==> src/rtl/mss_pkg.sv <==
// Package for the Markov state sampler: widths, command and status codes.
// Used by mss_divider and markov_state_sampler; depends on nothing.
package mss_pkg;

    localparam int StateW    = 3;
    localparam int MaxStates = 1 << StateW;
    localparam int FracW     = 16;
    localparam int ProbW     = FracW + 1;
    localparam int RiskW     = 16;
    localparam int ScaledW   = ProbW + RiskW;
    localparam int BaseW     = ProbW + StateW;
    localparam int SumW      = ScaledW + StateW;
    localparam int NumW      = SumW + ProbW + StateW;
    localparam logic [ProbW-1:0] ProbOne = ProbW'(1) << FracW;

    localparam logic [2:0] CmdWrTable = 3'd0;
    localparam logic [2:0] CmdWrInit  = 3'd1;
    localparam logic [2:0] CmdWrRisk  = 3'd2;
    localparam logic [2:0] CmdNextRsk = 3'd3;
    localparam logic [2:0] CmdInitRsk = 3'd4;
    localparam logic [2:0] CmdNextBas = 3'd5;

    localparam logic [1:0] StOk      = 2'd0;
    localparam logic [1:0] StBadSt   = 2'd1;
    localparam logic [1:0] StNoRisk  = 2'd2;

endpackage

==> src/rtl/mss_divider.sv <==
// Restoring divider, one quotient bit per cycle.
// Depends on mss_pkg for operand widths.
module mss_divider (
    input  logic                       i_clk,
    input  logic                       i_rst_n,
    input  logic                       i_start,
    input  logic [mss_pkg::NumW-1:0]   i_num,
    input  logic [mss_pkg::SumW-1:0]   i_den,
    output logic                       o_done,
    output logic [mss_pkg::NumW-1:0]   o_quot
);
    localparam int CntW = $clog2(mss_pkg::NumW + 1);

    logic [mss_pkg::NumW-1:0] r_quot;
    logic [mss_pkg::SumW:0]   r_rem;
    logic [mss_pkg::SumW-1:0] r_den;
    logic [CntW-1:0]          r_cnt;
    logic                     r_busy;
    logic                     r_done;
    logic [mss_pkg::SumW:0]   n_trial;

    assign n_trial = {r_rem[mss_pkg::SumW-1:0], r_quot[mss_pkg::NumW-1]};

    always_ff @(posedge i_clk) begin
        if (!i_rst_n) begin
            r_busy <= 1'b0;
            r_done <= 1'b0;
            r_cnt  <= '0;
        end else begin
            r_done <= 1'b0;
            if (i_start) begin
                r_busy <= 1'b1;
                r_cnt  <= CntW'(mss_pkg::NumW);
            end else if (r_busy) begin
                r_cnt <= r_cnt - 1'b1;
                if (r_cnt == CntW'(1)) begin
                    r_busy <= 1'b0;
                    r_done <= 1'b1;
                end
            end
        end
    end

    always_ff @(posedge i_clk) begin
        if (i_start) begin
            r_quot <= i_num;
            r_rem  <= '0;
            r_den  <= i_den;
        end else if (r_busy) begin
            if (n_trial >= {1'b0, r_den}) begin
                r_rem  <= n_trial - {1'b0, r_den};
                r_quot <= {r_quot[mss_pkg::NumW-2:0], 1'b1};
            end else begin
                r_rem  <= n_trial;
                r_quot <= {r_quot[mss_pkg::NumW-2:0], 1'b0};
            end
        end
    end

    assign o_done = r_done;
    assign o_quot = r_quot;
endmodule

==> src/rtl/markov_state_sampler.sv <==
// Markov state sampler top level: tables, sequencer, multipliers and divider.
// Depends on mss_pkg and mss_divider.
//
// Each input word is handled on its own; the result of a write is registered
// through the S_OUT state. A sample with risks renormalizes its entries one
// by one, since every renormalized entry goes through the single bit-serial
// divider (56 steps). Sampling without risks skips the division pass.
// The input stalls until the result word has been taken.
module markov_state_sampler (
    input  logic                          i_clk,
    input  logic                          i_rst_n,
    input  logic                          i_cfg_we,
    input  logic [3:0]                    i_cfg_wdata,
    input  logic                          i_valid,
    output logic                          o_stall,
    input  logic [2:0]                    i_command,
    input  logic [2:0]                    i_to_state,
    input  logic [2:0]                    i_from_state,
    input  logic [16:0]                   i_prob_value,
    input  logic [15:0]                   i_risk_value,
    input  logic                          i_risk_unset,
    input  logic [2:0]                    i_current_state,
    input  logic [16:0]                   i_random_value,
    output logic                          o_valid,
    input  logic                          i_stall,
    output logic [2:0]                    o_sel_state,
    output logic [1:0]                    o_status
);
    typedef enum logic [6:0] {
        S_IDLE  = 7'b0000001,
        S_SCALE = 7'b0000010,
        S_CHECK = 7'b0000100,
        S_DIVGO = 7'b0001000,
        S_DIVWT = 7'b0010000,
        S_DRAW  = 7'b0100000,
        S_OUT   = 7'b1000000
    } t_state;

    localparam int SW = mss_pkg::StateW;
    localparam int PW = mss_pkg::ProbW;

    logic [PW-1:0]               r_table [mss_pkg::MaxStates*mss_pkg::MaxStates];
    logic [PW-1:0]               r_init  [mss_pkg::MaxStates];
    logic [mss_pkg::RiskW-1:0]   r_risk  [mss_pkg::MaxStates];
    logic [mss_pkg::MaxStates-1:0] r_unset;
    logic [3:0]                  r_active;

    t_state                      r_st;
    logic [2:0]                  r_cmd;
    logic [SW-1:0]               r_cur;
    logic [PW-1:0]               r_rnd;
    logic [SW-1:0]               r_idx;
    logic [SW-1:0]               r_last;
    logic [mss_pkg::ScaledW-1:0] r_p [mss_pkg::MaxStates];
    logic [mss_pkg::BaseW-1:0]   r_base_tot;
    logic [mss_pkg::SumW-1:0]    r_scl_tot;
    logic [mss_pkg::SumW-1:0]    r_cum;
    logic                        r_ovalid;
    logic [SW-1:0]               r_onext;
    logic [1:0]                  r_ostat;
    logic [PW-1:0]               r_base_rd;
    logic [mss_pkg::RiskW-1:0]   r_risk_rd;

    logic [3:0]                  n_used;
    logic                        n_bad_state;
    logic [SW-1:0]               n_rd_idx;
    logic [SW-1:0]               n_rd_cur;
    logic                        n_rd_init;
    logic [mss_pkg::ScaledW-1:0] n_prod;
    logic [mss_pkg::SumW-1:0]    n_cum;
    logic [mss_pkg::ScaledW+mss_pkg::BaseW-1:0] n_numer;
    logic                        div_done;
    logic [mss_pkg::NumW-1:0]    div_quot;
    logic                        div_start;

    always_comb begin
        if (r_active == 4'd0) begin
            n_used = 4'd1;
        end else if (r_active > 4'(mss_pkg::MaxStates)) begin
            n_used = 4'(mss_pkg::MaxStates);
        end else begin
            n_used = r_active;
        end
    end

    assign n_bad_state = (4'(i_current_state) >= n_used);

    // Entries are fetched into registers ahead of use: entry 0 while idle, the next one
    // while scaling.
    always_comb begin
        if (r_st == S_IDLE) begin
            n_rd_idx  = '0;
            n_rd_cur  = i_current_state;
            n_rd_init = (i_command == mss_pkg::CmdInitRsk);
        end else begin
            n_rd_idx  = r_idx + 1'b1;
            n_rd_cur  = r_cur;
            n_rd_init = (r_cmd == mss_pkg::CmdInitRsk);
        end
    end

    always_ff @(posedge i_clk) begin
        if (n_rd_init) begin
            r_base_rd <= r_init[n_rd_idx];
        end else begin
            r_base_rd <= r_table[{n_rd_cur, n_rd_idx}];
        end
        r_risk_rd <= r_risk[n_rd_idx];
    end

    always_comb begin
        n_prod  = mss_pkg::ScaledW'(r_base_rd) * mss_pkg::ScaledW'(r_risk_rd);
        n_cum   = r_cum + mss_pkg::SumW'(r_p[r_idx]);
        n_numer = r_p[r_idx] * r_base_tot;
    end

    assign div_start = (r_st == S_DIVGO);

    mss_divider u_div (
        .i_clk   (i_clk),
        .i_rst_n (i_rst_n),
        .i_start (div_start),
        .i_num   (mss_pkg::NumW'(n_numer)),
        .i_den   (r_scl_tot),
        .o_done  (div_done),
        .o_quot  (div_quot)
    );

    always_ff @(posedge i_clk) begin
        if (!i_rst_n) begin
            r_active <= 4'd8;
        end else if (i_cfg_we) begin
            r_active <= i_cfg_wdata;
        end
    end

    always_ff @(posedge i_clk) begin
        if (!i_rst_n) begin
            r_st     <= S_IDLE;
            r_ovalid <= 1'b0;
            r_unset  <= '1;
        end else begin
            if (r_ovalid && !i_stall) begin
                r_ovalid <= 1'b0;
            end
            case (r_st)
                S_IDLE: begin
                    if (i_valid && !r_ovalid) begin
                        r_cmd <= i_command;
                        r_cur <= i_current_state;
                        r_rnd <= (i_random_value > mss_pkg::ProbOne)
                                 ? mss_pkg::ProbOne : i_random_value;
                        r_idx <= '0;
                        r_last <= SW'(n_used - 4'd1);
                        r_base_tot <= '0;
                        r_scl_tot  <= '0;
                        r_cum   <= '0;
                        r_onext <= '0;
                        r_ostat <= ((i_command inside {mss_pkg::CmdNextRsk,
                                                       mss_pkg::CmdNextBas})
                                    && n_bad_state) ? mss_pkg::StBadSt : mss_pkg::StOk;
                        case (i_command)
                            mss_pkg::CmdWrTable: begin
                                r_table[{i_from_state, i_to_state}] <=
                                    (i_prob_value > mss_pkg::ProbOne)
                                    ? mss_pkg::ProbOne : i_prob_value;
                                r_st <= S_OUT;
                            end
                            mss_pkg::CmdWrInit: begin
                                r_init[i_to_state] <=
                                    (i_prob_value > mss_pkg::ProbOne)
                                    ? mss_pkg::ProbOne : i_prob_value;
                                r_st <= S_OUT;
                            end
                            mss_pkg::CmdWrRisk: begin
                                r_risk[i_to_state]  <= i_risk_value;
                                r_unset[i_to_state] <= i_risk_unset;
                                r_st <= S_OUT;
                            end
                            mss_pkg::CmdNextRsk, mss_pkg::CmdNextBas: begin
                                if (n_bad_state) begin
                                    r_st <= S_OUT;
                                end else begin
                                    r_st <= S_SCALE;
                                end
                            end
                            mss_pkg::CmdInitRsk: r_st <= S_SCALE;
                            default: r_st <= S_OUT;
                        endcase
                    end
                end
                S_SCALE: begin
                    // Load each entry; set entries are scaled by their risk unless the command is CmdNextBas.
                    if (r_cmd != mss_pkg::CmdNextBas && !r_unset[r_idx]) begin
                        r_p[r_idx] <= n_prod;
                        r_base_tot <= r_base_tot + mss_pkg::BaseW'(r_base_rd);
                        r_scl_tot  <= r_scl_tot + mss_pkg::SumW'(n_prod);
                    end else begin
                        r_p[r_idx] <= mss_pkg::ScaledW'(r_base_rd);
                    end
                    if (r_idx == r_last) begin
                        r_idx <= '0;
                        r_st  <= S_CHECK;
                    end else begin
                        r_idx <= r_idx + 1'b1;
                    end
                end
                S_CHECK: begin
                    if (r_scl_tot == '0) begin
                        if (r_base_tot != '0) begin
                            r_ostat <= mss_pkg::StNoRisk;
                            r_st    <= S_OUT;
                        end else begin
                            r_st <= S_DRAW;
                        end
                    end else if (!r_unset[r_idx]) begin
                        r_st <= S_DIVGO;
                    end else if (r_idx == r_last) begin
                        r_idx <= '0;
                        r_st  <= S_DRAW;
                    end else begin
                        r_idx <= r_idx + 1'b1;
                    end
                end
                S_DIVGO: r_st <= S_DIVWT;
                S_DIVWT: begin
                    if (div_done) begin
                        r_p[r_idx] <= mss_pkg::ScaledW'(div_quot);
                        if (r_idx == r_last) begin
                            r_idx <= '0;
                            r_st  <= S_DRAW;
                        end else begin
                            r_idx <= r_idx + 1'b1;
                            r_st  <= S_CHECK;
                        end
                    end
                end
                S_DRAW: begin
                    r_cum <= n_cum;
                    if (n_cum > mss_pkg::SumW'(r_rnd) || r_idx == r_last) begin
                        r_onext <= r_idx;
                        r_st    <= S_OUT;
                    end else begin
                        r_idx <= r_idx + 1'b1;
                    end
                end
                S_OUT: begin
                    r_ovalid <= 1'b1;
                    r_st     <= S_IDLE;
                end
                default: r_st <= S_IDLE;
            endcase
        end
    end

    assign o_stall      = (r_st != S_IDLE) || r_ovalid;
    assign o_valid      = r_ovalid;
    assign o_sel_state  = r_onext;
    assign o_status     = r_ostat;
endmodule
==> config.mk <==
export PLATFORM = sky130hd
export DESIGN_NAME = markov_state_sampler
export DESIGN_NICKNAME = d
export VERILOG_FILES = /design/src/rtl/mss_pkg.sv /design/src/rtl/mss_divider.sv /design/src/rtl/markov_state_sampler.sv
export SDC_FILE = /design/constraint.sdc
export NUM_CORES = 2
export LEC_CHECK = 0
export BUFFER_PORTS_ARGS = -buffer_cell sky130_fd_sc_hd__buf_2
export CAP_MARGIN = 30
export CORE_MARGIN = 1
export CORE_UTILIZATION = 30
export DETAILED_ROUTE_END_ITERATION = 6
export GPL_TIMING_DRIVEN = 0
export REMOVE_ABC_BUFFERS = 1
export SYNTH_ARGS = -nofsm -noshare
export SYNTH_HDL_FRONTEND = slang
export SYNTH_SLANG_ARGS = --single-unit
export TNS_END_PERCENT = 100
==> constraint.sdc <==
create_clock -name i_clk -period 12.3 [get_ports i_clk]
set_input_delay 0.615 -clock i_clk [delete_from_list [all_inputs] [get_ports i_clk]]
set_output_delay 0.615 -clock i_clk [all_outputs]
set_load 0.01 [all_outputs]
==> metrics.md <==
| Metric | Value |
|---|---|
| Clock-pin transition on the worst setup and hold timing paths | 0.06 ns |
| Die Width | 615 um |
| R2R depth | 26 |
| Die H | 615 um |
| Nature of the critical path startpoint | flip-flop |
| Register area share after synthesis | 0.507 |
| Die area | 378000 um2 |
| H-tree level count | 4 |
| FFs w/ async S/R, synth | 0 |
| Max clock buf depth | 4 |
| FF-to-FF setup slack | 2.39 ns |
| Grt total ovfl | 0 |
| DP Wirelength | 209000 um |
| Number of fill cells | 36000 |
| Met1 Use GR | 0.213 |
| Initial antenna violation count | 25 |
| Sequential cell area | 57100 um2 |
| Wire per inst | 20.6 um |
| Synth Flop Type | edfxtp_1 |
| Worst slew pin tran | 1.05 ns |
| Vias per std cell | 5.01 |
| Most frequent cells in the layout | edfxtp_1, nand2_1, inv_1 |
| Commonest non-fill, non-tap cell in the layout | edfxtp_1 |
| CTS Buf Count | 202 |
| Area of the multi-input gates | 50200 um2 |
| Top cells by area, synth | edfxtp_1, fa_1, nand2_1 |
| Global-route wire length before repair | 457000 um |
| Reg-to-Reg End | u_div.o_quot[51] |
| Cell Area, Synth | 113000 um2 |
| Critical path arrival | 10.51 ns |
| GR peak layer | met2 |
| GRT Total Usage | 0.156 |
| Final nets | 10700 |
| Post-route clock period utilization | 0.806 |
| DRC Markers | 0 |
| Post-synthesis average cell area | 12.0 um2 |
| Vias in the first global route | 72700 |
| Most frequent CP cell | fa_1 |
| IO buf count | 78 |
| EDFF count, synth | 1831 |
| Cts repair resizes | 0 |
| RSZ-0062 raised after global routing | no |
| Hold_sp | i_current_state[2] |
| Min-delay worst type | in2reg |
| Met3 usage | 0.0235 |
| Outcome | completed |
| Yosys cell types | 100 |
| Setup skew after layout | 0.0971 ns |
| Worst EP required | 12.90 ns |
| Critical path's slowest cell | o31ai_1 |
| Critical path endpoint | u_div.o_quot[51] |
| Clock root cell | clkbuf_16 |
| Fmax | 101 MHz |
| Leading area contributor after synthesis | edfxtp_1 |
| Clk sink count | 1934 |
| Synth warn | 0 |
| Routability congestion estimate | 0.808 |
| Post-Route WL | 300000 um |
| Final Cell Area | 130000 um2 |
| GR Util met2 | 0.259 |
| Final Max Tran Viols | 0 |
| Layout cells sized above 1 | 0.103 |
| Cells after synthesis | 9410 |
| Worst slew margin | 0.298 |
| Setup crit end kind | flip-flop |
| # rows | 224 |
| PnR worst setup slack | 2.39 ns |
| Ports | 79 |
| Drt first-iter violations | 6259 |
| Fin. Hold Viols | 0 |
| Kind of critical path | reg2reg |
| Clock latency on the worst-skew pair | 0.91 ns |
| CP peak stage delay | 0.78 ns |
| FF+latch count, synth | 1934 |
| Post-DP Area | 123000 um2 |
| WHS Path Cells | 1 |
| Placeable Area | 373000 um2 |
| Crit path time final | 9.91 ns |
| ANT nets after route | 0 |
| Largest net degree at the start of global routing | 97 |
| Initial Util | 0.302 |
| CTS tree | yes |
| CP Max Fanout | 42 |
| Setup violators final | 0 |
| Router iterations before antenna repair | 5 |
| Pre-CTS WS | 2.42 ns |
| Synth top area share | 0.488 |
| Max-cap violation count | 0 |
| Via count | 73000 |
| Layout Area Growth over Synthesis | 15.4% |
[logic make-up (layout without fill, tap and decap cells)]
group	Yosys count	after routing	synth area share
AND/OR/NAND/NOR	2904	2904	0.121
flip-flops	1934	1934	0.507
buffers and inverters	1529	1701	0.0519
AO/OA/AOI/OAI	1445	1445	0.0874
adder cells (fa/ha/maj)	1178	1178	0.182
multiplexers	254	254	0.0385
XOR/XNOR	166	166	0.0130
other	0	2	0
[metrics by stage]
step | cells | util | hold WS (ns) | TNS (ns)
5_1_grt | 14600 | 0.348 | 0.0191 | 0
3_3_place_gp | 13900 | 0.314 | 0.455 | -5789.04
4_1_cts | 14600 | 0.348 | 0.00575 | 0
2_1_floorplan | 8850 | - | 0.440 | -291.82
3_5_place_dp | 14200 | 0.330 | 0.472 | 0
6_report | 14600 | 0.348 | 0.0556 | 0
[cells in the mapped netlist (139+ instances only)]
cell,count
and2_1,348
ha_1,412
a21oi_1,345
nand2_1,1449
nor2_1,282
inv_1,968
a211oi_1,204
a311oi_1,139
mux4_2,139
clkbuf_1,431
fa_1,766
nand3_1,235
o21ai_0,181
nor2b_1,201
edfxtp_1,1831
[routing by layer]
layer	wire, um	part of all wire
met5	0	0
met3	20000	0.067
met2	143000	0.47
met4	8540	0.028
met1	129000	0.43
[timing repair]
item	4_1_cts	5_1_grt
hold buffers	24	0
hold endpoints to repair	110	0
setup buffers	0	0
[worst min-delay path by stage]
stage,to
3_3_place_gp,r_unset[0]
4_1_cts,r_rnd[16]
6_report,r_cur[2]
2_1_floorplan,r_unset[7]
5_1_grt,r_cur[2]
3_5_place_dp,r_unset[7]
[state kept, by name, summed over array words and instances (netlist names), 17 cells and up, named ones only]
signal and count:
r_base_rd 17, r_base_tot 20, r_cum 36, r_init 136
r_p 264, r_risk 128, r_rnd 17, r_scl_tot 36
r_table 1088, u_div.o_quot 56, u_div.r_den 36, u_div.r_rem 36
[worst max-delay path: cells and delay by family (launching register included)]
family | cells | cell delay [ns]
AOI/OAI and AO/OA | 8 | 2.72
adders and majority gates | 8 | 3.85
buffers and inverters | 4 | 0.52
DFF | 1 | 0.71
muxes | 3 | 1.26
and+or+nand+nor | 3 | 0.52
[area by class of cell]
cell class,count,share of cell area
Multi-Input combinational cell,5947,0.387
Clock buffer,258,0.0419
Inverter,969,0.0280
Tap cell,4972,0.0479
Timing Repair Buffer,372,0.0492
Antenna cell,2,0.0000385
Sequential cell,1934,0.439
Clock inverter,102,0.00732
Power is left out: the tool's default activity adds up to more than one toggle a clock period on the data nets, which glitch-free logic cannot reach.
